$ cat src/rtl/kme_pkg.sv
// ----------------------------------------------------------------------------
// kme_pkg
// Shared types and constants for the mouse-keys emulator core.
// ----------------------------------------------------------------------------
package kme_pkg;

   localparam int unsigned TickWidth = 18;
   localparam int unsigned ThrWidth  = 16;

   localparam logic [ThrWidth-1:0]  THR_RESET = 16'd19;
   localparam logic [TickWidth-1:0] TICK_MAX  = 18'h3FFFF;

   // function codes
   localparam logic FUNC_KEY  = 1'b0;
   localparam logic FUNC_TICK = 1'b1;

   // key states
   localparam logic [3:0] ST_PRESSED  = 4'd1;
   localparam logic [3:0] ST_HOLD     = 4'd2;
   localparam logic [3:0] ST_RELEASED = 4'd3;

   // scancodes
   localparam logic [7:0] SC_RSHIFT   = 8'hA3;
   localparam logic [7:0] SC_RIGHT    = 8'hB7;
   localparam logic [7:0] SC_LEFT     = 8'hB4;
   localparam logic [7:0] SC_DOWN     = 8'hB6;
   localparam logic [7:0] SC_UP       = 8'hB5;
   localparam logic [7:0] SC_RBRACKET = 8'h5D;
   localparam logic [7:0] SC_LBRACKET = 8'h5B;

   // direction bits
   localparam logic [3:0] DIR_LEFT  = 4'b0001;
   localparam logic [3:0] DIR_RIGHT = 4'b0010;
   localparam logic [3:0] DIR_UP    = 4'b0100;
   localparam logic [3:0] DIR_DOWN  = 4'b1000;

   // event kinds
   localparam logic [2:0] KIND_NONE   = 3'd0;
   localparam logic [2:0] KIND_SCAN   = 3'd1;
   localparam logic [2:0] KIND_KEY    = 3'd2;
   localparam logic [2:0] KIND_LEFT   = 3'd3;
   localparam logic [2:0] KIND_RIGHT  = 3'd4;
   localparam logic [2:0] KIND_MOTION = 3'd5;

   typedef struct packed {
      logic       func;
      logic [3:0] key_state;
      logic [7:0] scan_code;
   } req_type;

   typedef struct packed {
      logic [2:0]        event_kind;
      logic [7:0]        report_code;
      logic              is_down;
      logic signed [3:0] move_x;
      logic signed [3:0] move_y;
      logic              mouse_on;
   } rsp_type;

   typedef struct packed {
      logic                 mouse_on;
      logic [3:0]           dir;
      logic [TickWidth-1:0] elapsed;
   } kme_state_type;

endpackage

$ cat src/rtl/keyboard_mouse_key_emulator_core.sv
// ----------------------------------------------------------------------------
// keyboard_mouse_key_emulator_core
// Mouse-keys emulator: key events and timer ticks in, one report out each.
// ----------------------------------------------------------------------------
// Each accepted transaction yields exactly one result transaction, in order.
// The core takes one transaction per cycle while the result side keeps taking:
// an input register feeds the combinational step, whose result and state
// update are captured together in the result register, which then offers
// the result; both registers hold while the result side stalls.
module keyboard_mouse_key_emulator_core
   import kme_pkg::*;
(
   input  logic                clock,
   input  logic                reset,
   input  logic                req_valid,
   output logic                req_ready,
   input  req_type             req_data,
   output logic                rsp_valid,
   input  logic                rsp_ready,
   output rsp_type             rsp_data,
   input  logic                csr_we,
   input  logic [ThrWidth-1:0] csr_wdata
);

   logic                in_valid_ff;
   req_type             in_data_ff;
   logic                out_valid_ff;
   rsp_type             out_data_ff;
   kme_state_type       state_ff;
   kme_state_type       state_in;
   rsp_type             result_in;
   logic [ThrWidth-1:0] thr_ff;
   logic                advance;

   assign advance   = in_valid_ff && (!out_valid_ff || rsp_ready);
   assign req_ready = !in_valid_ff || advance;
   assign rsp_valid = out_valid_ff;
   assign rsp_data  = out_data_ff;

   kme_step u_step (
      .item      (in_data_ff),
      .threshold (thr_ff),
      .cur       (state_ff),
      .nxt       (state_in),
      .result    (result_in)
   );

   always_ff @(posedge clock) begin
      if (reset) begin
         in_valid_ff  <= 1'b0;
         out_valid_ff <= 1'b0;
         state_ff     <= '0;
         thr_ff       <= THR_RESET;
      end else begin
         if (csr_we) begin
            thr_ff <= csr_wdata;
         end
         if (req_ready) begin
            in_valid_ff <= req_valid;
         end
         if (advance) begin
            out_valid_ff <= 1'b1;
            state_ff     <= state_in;
         end else if (rsp_ready) begin
            out_valid_ff <= 1'b0;
         end
      end
   end

   always_ff @(posedge clock) begin
      if (req_valid && req_ready) begin
         in_data_ff <= req_data;
      end
      if (advance) begin
         out_data_ff <= result_in;
      end
   end

   // motion only on a tick in mouse mode
   a_motion_mode: assert property (@(posedge clock) disable iff (reset)
      out_valid_ff && (out_data_ff.event_kind == KIND_MOTION) |-> out_data_ff.mouse_on)
      else $error("motion reported outside mouse mode");

   // no movement on non-motion results
   a_still: assert property (@(posedge clock) disable iff (reset)
      out_valid_ff && (out_data_ff.event_kind != KIND_MOTION)
      |-> (out_data_ff.move_x == 4'sd0) && (out_data_ff.move_y == 4'sd0))
      else $error("movement on a non-motion result");

   // a held input transaction is not dropped
   a_in_hold: assert property (@(posedge clock) disable iff (reset)
      in_valid_ff && !advance |=> in_valid_ff)
      else $error("input transaction lost while stalled");

   // state changes only when a transaction moves through
   a_state_hold: assert property (@(posedge clock) disable iff (reset)
      !advance |=> $stable(state_ff))
      else $error("state changed without a transaction");

endmodule

$ cat src/rtl/kme_step.sv
// ----------------------------------------------------------------------------
// kme_step
// Combinational transaction step: current state and one item in, next state
// and one result out.
// ----------------------------------------------------------------------------
module kme_step
   import kme_pkg::*;
(
   input  req_type             item,
   input  logic [ThrWidth-1:0] threshold,
   input  kme_state_type       cur,
   output kme_state_type       nxt,
   output rsp_type             result
);

   logic [TickWidth-1:0] thr_ext;
   logic [TickWidth-1:0] thr_x3;
   logic [TickWidth-1:0] ticks;
   logic [2:0]           step_mag;
   logic signed [3:0]    mag_s;
   logic [3:0]           arrow_bit;
   logic                 is_arrow;
   logic                 handled;
   logic                 valid_state;

   assign thr_ext = {{(TickWidth-ThrWidth){1'b0}}, threshold};
   assign thr_x3  = {thr_ext[TickWidth-2:0], 1'b0} + thr_ext;
   assign ticks   = (cur.elapsed == TICK_MAX) ? cur.elapsed
                                              : cur.elapsed + {{(TickWidth-1){1'b0}}, 1'b1};

   always_comb begin
      priority if (ticks <= thr_ext) begin
         step_mag = 3'd1;
      end else if (ticks <= thr_x3) begin
         step_mag = 3'd2;
      end else begin
         step_mag = 3'd4;
      end
   end

   assign mag_s = signed'({1'b0, step_mag});

   always_comb begin
      unique case (item.scan_code)
         SC_RIGHT: begin arrow_bit = DIR_RIGHT; is_arrow = 1'b1; end
         SC_LEFT:  begin arrow_bit = DIR_LEFT;  is_arrow = 1'b1; end
         SC_DOWN:  begin arrow_bit = DIR_DOWN;  is_arrow = 1'b1; end
         SC_UP:    begin arrow_bit = DIR_UP;    is_arrow = 1'b1; end
         default:  begin arrow_bit = 4'b0000;   is_arrow = 1'b0; end
      endcase
   end

   assign valid_state = (item.key_state == ST_PRESSED) || (item.key_state == ST_HOLD)
                        || (item.key_state == ST_RELEASED);

   always_comb begin
      nxt                = cur;
      result             = '0;
      handled            = 1'b0;
      if (item.func == FUNC_TICK) begin
         nxt.elapsed = ticks;
         if (cur.mouse_on && (cur.dir != 4'b0000)) begin
            result.event_kind = KIND_MOTION;
            result.move_x     = ((cur.dir & DIR_RIGHT) != 4'b0000 ? mag_s : 4'sd0)
                              - ((cur.dir & DIR_LEFT)  != 4'b0000 ? mag_s : 4'sd0);
            result.move_y     = ((cur.dir & DIR_DOWN)  != 4'b0000 ? mag_s : 4'sd0)
                              - ((cur.dir & DIR_UP)    != 4'b0000 ? mag_s : 4'sd0);
         end
      end else if (valid_state) begin
         if (item.scan_code == SC_RSHIFT) begin
            handled = 1'b1;
            if (item.key_state == ST_PRESSED) begin
               nxt.mouse_on = ~cur.mouse_on;
            end
         end else if (cur.mouse_on) begin
            if (is_arrow) begin
               handled = 1'b1;
               if (item.key_state == ST_PRESSED) begin
                  if ((cur.dir & arrow_bit) == 4'b0000) begin
                     nxt.elapsed = '0;
                  end
                  nxt.dir = cur.dir | arrow_bit;
               end else if (item.key_state == ST_RELEASED) begin
                  nxt.dir = cur.dir & ~arrow_bit;
               end
            end else if (item.scan_code == SC_RBRACKET) begin
               handled           = 1'b1;
               result.event_kind = KIND_LEFT;
               result.is_down    = (item.key_state == ST_PRESSED);
            end else if (item.scan_code == SC_LBRACKET) begin
               handled           = 1'b1;
               result.event_kind = KIND_RIGHT;
               result.is_down    = (item.key_state == ST_PRESSED);
            end
         end
         if (!handled) begin
            result.report_code = item.scan_code;
            if (item.key_state == ST_HOLD) begin
               result.event_kind = KIND_SCAN;
            end else begin
               result.event_kind = KIND_KEY;
               result.is_down    = (item.key_state == ST_PRESSED);
            end
         end
      end
      result.mouse_on = nxt.mouse_on;
   end

endmodule

$ cat config.mk
export PLATFORM = sky130hd
export DESIGN_NAME = keyboard_mouse_key_emulator_core
export DESIGN_NICKNAME = d
export VERILOG_FILES = /design/src/rtl/kme_pkg.sv /design/src/rtl/keyboard_mouse_key_emulator_core.sv /design/src/rtl/kme_step.sv
export SDC_FILE = /design/constraint.sdc
export NUM_CORES = 1
export LEC_CHECK = 0
export ABC_AREA = 1
export BUFFER_PORTS_ARGS = -buffer_cell sky130_fd_sc_hd__buf_2
export CAP_MARGIN = 25
export CORE_AREA = 2 2 115 117
export CTS_BUF_LIST = sky130_fd_sc_hd__clkbuf_4
export DETAILED_ROUTE_END_ITERATION = 6
export DIE_AREA = 0 0 117 119
export PLACE_DENSITY = 0.63
export RECOVER_POWER = 50
export SLEW_MARGIN = 20
export SYNTH_ARGS = -nofsm -noshare
export SYNTH_HDL_FRONTEND = slang
export SYNTH_HIERARCHICAL = 1
export SYNTH_SLANG_ARGS = --single-unit
$ cat constraint.sdc
create_clock -name clock -period 8.2 [get_ports clock]
set_clock_uncertainty 0.15 [all_clocks]
set_input_delay 1.64 -clock clock [delete_from_list [all_inputs] [get_ports clock]]
set_output_delay 1.64 -clock clock [all_outputs]
set_load 0.005 [all_outputs]
==> results.cfg, run 1 <==
[outcome]
status = finished with violations
violations = max-capacitance violations, max-slew violations

[grt]
grt.overflow.total = 0
grt_max_degree = 49
grt_pass1_wl_mm = 21.0
grt_pass1_vias = 4588
busiest_layer = met2
gr-usage-met3 = 0.0295
use_met2 = 0.319
grt_use_met1 = 0.240
grt_use_total = 0.190
grt_antenna_before_repair = 0

[power_and_ir_drop]
p_sw_mw = 0.317
p_int_mw = 0.602
ir_worst_vdd_v = 0.0000815
switching_share = 0.345
p_per_area_nw_per_um2 = 150
power.leakage_nw = 2.85
p_total_mw = 0.919
pwr-share-comb = 0.253
seq_power_share = 0.475
clkPwrFrac = 0.271

[floorplanning]
die_area_um2 = 13900
coreArea_um2 = 12900
start_util = 0.437
die_h_um = 119
core.rowCount = 42
die_w_um = 117
ios = 57

[layout]
layout_commonest_cell = nand2_1
drive_gt1_frac = 0.129
syn2layout_area_growth_pct = 9.15
layout.nets = 916
fill_cells = 1335
final_cell_mix = nand2_1, nor2_1, inv_1

[synth]
async_reset_ff_frac = 0
yosysUniqueCellTypes = 40
syn_avg_cell_area_um2 = 7.21
syn_nets = 870
netlist_instances = 781
synthFlopType = dfxtp_1
synth_edf_count = 34
ys_ff_latch = 75
synthesis.area_um2 = 5630
synth_warnings = 6
ys_seq_area_frac = 0.327

[min_path]
hold_class = flop to flop
hold_start = thr_ff[0]
whs_path_depth = 2
hold-path-endpoint = thr_ff[0]

[critical_path]
start_kind = flop
worst-r2r-cell-count = 23
cpMostUsedCell = nand2_1
reg2reg_slack_ns = 4.00
endpoint_kind = flop
crit_required_ns = 8.30
cp_cell_sequence = ha_1 -> fa_1 -> a21oi_1 -> o21ai_1 -> nand2_1 -> o211ai_1 -> nand3_1 -> nand2_1 -> nand3_1 -> nand2_1 -> a21oi_1 -> ha_1 -> a21oi_1 -> o21ai_0 -> a21oi_1 -> nand3_1 -> nand2_1 -> nand3_1 -> fa_1 -> inv_1 -> nand2_1 -> nand2_1 -> nor2_1
slowest_delay_ns = 0.42
reg2reg_to = rsp_data[7]
crit_arrival_ns = 4.30
cp_max_fo = 5
criticalPathCategory = flop to flop
worstReg2RegStart = thr_ff[1]
cp_slowest_cell = fa_1

[cts]
cts_max_level = 3
clkTransAtPathRegs_ns = 0.13
clk_latency_ns = 0.48
cts_buffers = 9
tritoncts = built
cts_setup_buffers = 0
cts_buffer_depth = 2
ctsResizeCount = 0
postCtsHoldBufs = 0
cts_num_sinks = 75
cts_root_buffer = clkbuf_4

[routing]
antenna_left = 0
dr.pass1.iters = 5
drt-total-wl_mm = 12.4
drt_iter0_drc = 194
wl_per_cell_um = 12.3
drcViolationCount = 0
vias = 5044
vias_per_cell = 5.00

[sta]
fin_crit_sh = 0.513
setup_tns_ns = 0
worstMarginPinSlew_ns = 1.80
slew_headroom = -0.200
rsz0062_at_grt = no
slew_viol_final = 22
max_freq_mhz = 238
hold_viol = 0
setup_viol = 0
fin_crit_ns = 4.20

[placed_design]
dp_hpwl_mm = 9.27
gp_congestion = 0.885
io_buffers = 56

[flow_run]
drv_cap = 1
-- cell families after synthesis --
family                   count (synthesis)  synth area share
AND/OR/NAND/NOR                        397             0.311
buffers and inverters                  123            0.0935
AO/OA/AOI/OAI                          105             0.102
flip-flops                              75             0.327
adder cells (fa/ha/maj)                 55             0.126
XOR/XNOR                                26            0.0404
-- worst max path at each step --
stage	start	end	slack, ns	depth (start not counted)
final	thr_ff[1]	rsp_data[7]	4.00	23
after global routing	state_ff[1]	rsp_data[3]	3.56	30
after CTS	thr_ff[1]	rsp_data[7]	3.99	23
after detailed placement	thr_ff[1]	rsp_data[7]	4.01	23
after global placement	thr_ff[1]	rsp_data[3]	3.98	23
after floorplan	thr_ff[1]	rsp_data[7]	4.48	23
-- area by class of cell --
class	count	area, um2	share of cell area
inverter	100	378	0.0615
clock buffer	10	75.1	0.0122
tap	176	220	0.0358
antenna	1	2.50	0.000407
sequential	75	1840	0.300
timing repair buffer	58	294	0.0478
clock inverter	6	72.6	0.0118
multi-input combinational	583	3260	0.531
-- worst max-delay path, delay by kind of cell (launching register included) --
| kind | cells | cell delay [ns] |
|---|---|---|
| adder cells (fa/ha/maj) | 4 | 1.34 |
| AND/OR/NAND/NOR | 11 | 1.03 |
| AO/OA/AOI/OAI | 7 | 0.95 |
| flip-flops | 1 | 0.40 |
| buffers and inverters | 1 | 0.07 |
-- power by group through the flow --
stage | Clock (mW) | Sequential [mW] | Combinational [mW]
after CTS | 0.259 | 0.437 | 0.235
after detailed placement | 0 | 0.445 | 0.234
final | 0.249 | 0.437 | 0.233
after global placement | 0 | 0.445 | 0.233
after global routing | 0.272 | 0.441 | 0.272
after floorplan | 0 | 0.438 | 0.184
-- registers in the layout, summed over array words and instances, names as in the netlist --
register	count
rsp_valid	1
in_valid_ff	1
in_data_ff	13
state_ff	23
thr_ff	16
rsp_data	21
-- layer usage --
metal	wire length, um	share of wire
met1	5660	0.46
met2	6000	0.48
met3	458	0.037
met4	277	0.022
met5	0	0
-- synthesized netlist by cell type (7+ instances only) --
master | count | share of area
edfxtp_1 | 34 | 0.18
nand4_1 | 10 | 0.011
nor2_1 | 103 | 0.069
xor2_1 | 16 | 0.025
o21ai_0 | 27 | 0.024
nand2_2 | 7 | 0.0078
nor2_2 | 10 | 0.011
a21oi_1 | 61 | 0.054
inv_1 | 95 | 0.063
xnor2_1 | 10 | 0.016
nand3_1 | 70 | 0.062
dfxtp_1 | 41 | 0.15
ha_1 | 52 | 0.12
buf_2 | 8 | 0.0071
nor3_1 | 16 | 0.014
nand2_1 | 164 | 0.11
-- stage by stage --
step                worst slack [ns]   util  instance area (um2)  instances  hold slack [ns]
floorplan                       4.48      -                 5630        781            0.314
global placement                3.98  0.466                 6000        992            0.350
detailed placement              4.01  0.466                 6000        992            0.362
CTS                             3.99  0.478                 6150       1008            0.381
global route                    3.56  0.477                 6140       1008            0.407
finish                          4.00  0.477                 6150       1009            0.376
(Power assumes the default switching activity.)
==> run 2, diff against run 1 <==
ABC_AREA = 0   (was 1)
CORE_AREA = 2 2 113 115   (was 2 2 115 117)
DIE_AREA = 0 0 115 117   (was 0 0 117 119)
PLACE_DENSITY = 0.62   (was 0.63)
clock period = 4.3 ns   (was 8.2 ns; I/O delays follow)
==> run 2 against run 1 <==
  * The flow finishes with violations (max-capacitance violations, max-slew violations, negative setup slack)
  * Register-to-register slack got worse by 4.3 ns
  * Non-clock buffer count rose by 75
  * Global-route usage rose by 0.53 points
  * Core utilization rose by 5.7 points
  * Largest cell class unchanged
==> results.cfg, run 2 <==
[critical_path]
cp_num_buf_inv = 1
worst-path-stages = 20
cp_cell_sequence = buf_6 -> fa_2 -> a21o_1 -> a21oi_2 -> o21bai_2 -> a311oi_2 -> nor2_1 -> nor2_1 -> xor2_1 -> ha_1 -> a21oi_1 -> o21a_1 -> nor2_1 -> o31ai_1 -> nand2_1 -> nor2_2 -> nand2_1 -> fa_2 -> or4_1 -> a21oi_1
crit_arrival_ns = 4.75
cp_top_family = compound AO/OA/AOI/OAI gates
start_kind = flop
worst-r2r-cell-count = 20
slowest_delay_ns = 0.52
cpMostUsedCell = nor2_1
cp_max_fo = 4
endpoint_kind = flop
reg2reg_slack_ns = -0.29
criticalPathCategory = flop to flop
crit_required_ns = 4.46
cp_slowest_cell = or4_1

[synth]
synth_warnings = 6
synth_edf_count = 34
yosys.area.top_type = edfxtp_1
synthesis.area_um2 = 5360
netlist_instances = 566
async_reset_ff_frac = 0
ys_seq_area_frac = 0.343
ys_ff_latch = 75
synth.area.top_cells = edfxtp_1, dfxtp_1, ha_1
synthFlopType = dfxtp_1
syn_nets = 655
yosysUniqueCellTypes = 62
ys_top_cells_by_count = ha_1, nor2_1, nand2b_1
syn_avg_cell_area_um2 = 9.47
synth_top_area_frac = 0.190

[power_and_ir_drop]
ir_worst_vdd_v = 0.000112
p_per_area_nw_per_um2 = 239
power.leakage_nw = 2.78

[cts]
cts_num_sinks = 75
cts_root_buffer = clkbuf_4
clkTransAtPathRegs_ns = 0.14
cts_buffers = 9
clk_latency_ns = 0.48
cts_max_level = 3
cts_buffer_depth = 2
postCtsHoldBufs = 0
tritoncts = built

[layout]
syn2layout_area_growth_pct = 22.7
fill_cells = 1166
layout_commonest_cell = buf_4
final_cell_mix = buf_4, buf_2, nor2_1
drive_gt1_frac = 0.275
diodes = 0
largest-register = state_ff
fin_cells = 844
layout.nets = 778
largest_reg_flops = 23
final_area_um2 = 6580

[routing]
antenna_left = 0
drt-total-wl_mm = 12.2
drcViolationCount = 0
dr.pass1.iters = 4
vias = 4473
wl_per_cell_um = 14.5
vias_per_cell = 5.30
drt_iter0_drc = 212

[floorplanning]
start_util = 0.436
die_area_um2 = 13500
ios = 57
coreArea_um2 = 12300
core.rowCount = 41
die_h_um = 117
die_w_um = 115

[sta]
max_freq_mhz = 218
worstMarginPinSlew_ns = 2.83
setup_tns_ns = -0.571
fin_ws_ns = -0.291
setup_viol = 2
holdWs_ns = 0.381
fin_crit_sh = 1.07
slew_headroom = -0.887
slew_viol_final = 110
fin_crit_ns = 4.59
rsz0062_at_grt = yes
hold_viol = 0

[outcome]
status = finished with violations
violations = max-capacitance violations, max-slew violations, negative setup slack

[placed_design]
pre_cts_slack_ns = -0.396
dp_hpwl_mm = 9.22
dp_cells = 825
post_dp_cell_area_um2 = 6350
io_buffers = 56
gp_congestion = 0.892

[grt]
grt_use_total = 0.195
grt_max_degree = 65
grt_antenna_before_repair = 0
grt_pass1_vias = 4464
grt.overflow.total = 0
grt_pass1_wl_mm = 20.6

[min_path]
whs_path_depth = 2
hold_class = flop to flop

[flow_run]
drv_cap = 2
run 2: logic make-up after synthesis:
kind of cell	count (synthesis)	synth area share
AOI/OAI and AO/OA	95	0.123
xor gates and xnor gates	31	0.0506
adders and majority gates	55	0.133
buffers and inverters	51	0.0460
DFF	75	0.343
muxes	40	0.0772
and+or+nand+nor	219	0.227
run 2: final cells by class:
cell class / instances / area, um2 / area share
Multi-Input combinational cell: 440 / 3420 / 0.520
Sequential cell: 75 / 1860 / 0.282
Timing Repair Buffer: 133 / 852 / 0.129
Tap cell: 150 / 188 / 0.0285
Inverter: 30 / 113 / 0.0171
Clock buffer: 10 / 75.1 / 0.0114
Clock inverter: 6 / 73.8 / 0.0112
run 2: worst paths after layout:
path,start,end
setup reg to reg,thr_ff[1],rsp_data[3]
hold reg to reg,in_valid_ff,in_valid_ff
setup / recovery,thr_ff[1],rsp_data[3]
hold / removal,in_valid_ff,in_valid_ff
run 2: power breakdown:
group / switching, mW / internal [mW]
logic: 0.145 / 0.149
registers: 0.0257 / 0.774
clock network: 0.287 / 0.190
run 2: repair_timing:
action	in CTS	in global routing
pin swaps	17	4
buffers inserted	3	0
setup endpoints to repair	4	4
resized for setup	12	3
run 2: metal layers:
layer | GRT usage | vias up | part of all wire
met4 | 0.0843 | 0 | 0.028
met1 | 0.236 | 2063 | 0.45
li1 | - | 2283 | -
met5 | 0 | - | 0
met2 | 0.338 | 102 | 0.49
met3 | 0.0402 | 25 | 0.034
run 2: worst reg2reg max path, cell delays in order, from the launching register on:
cell	delay, ns
dfxtp_2	0.37
buf_6	0.12
fa_2	0.37
a21o_1	0.17
a21oi_2	0.15
o21bai_2	0.10
a311oi_2	0.32
nor2_1	0.10
nor2_1	0.13
xor2_1	0.20
ha_1	0.28
a21oi_1	0.15
o21a_1	0.12
nor2_1	0.04
o31ai_1	0.23
nand2_1	0.15
nor2_2	0.15
nand2_1	0.10
fa_2	0.37
or4_1	0.52
a21oi_1	0.14
run 2: stage by stage:
step	power, mW	util
floorplan	0.998	-
global placement	1.09	0.516
detailed placement	1.10	0.516
CTS	1.59	0.535
global route	1.66	0.535
finish	1.57	0.535
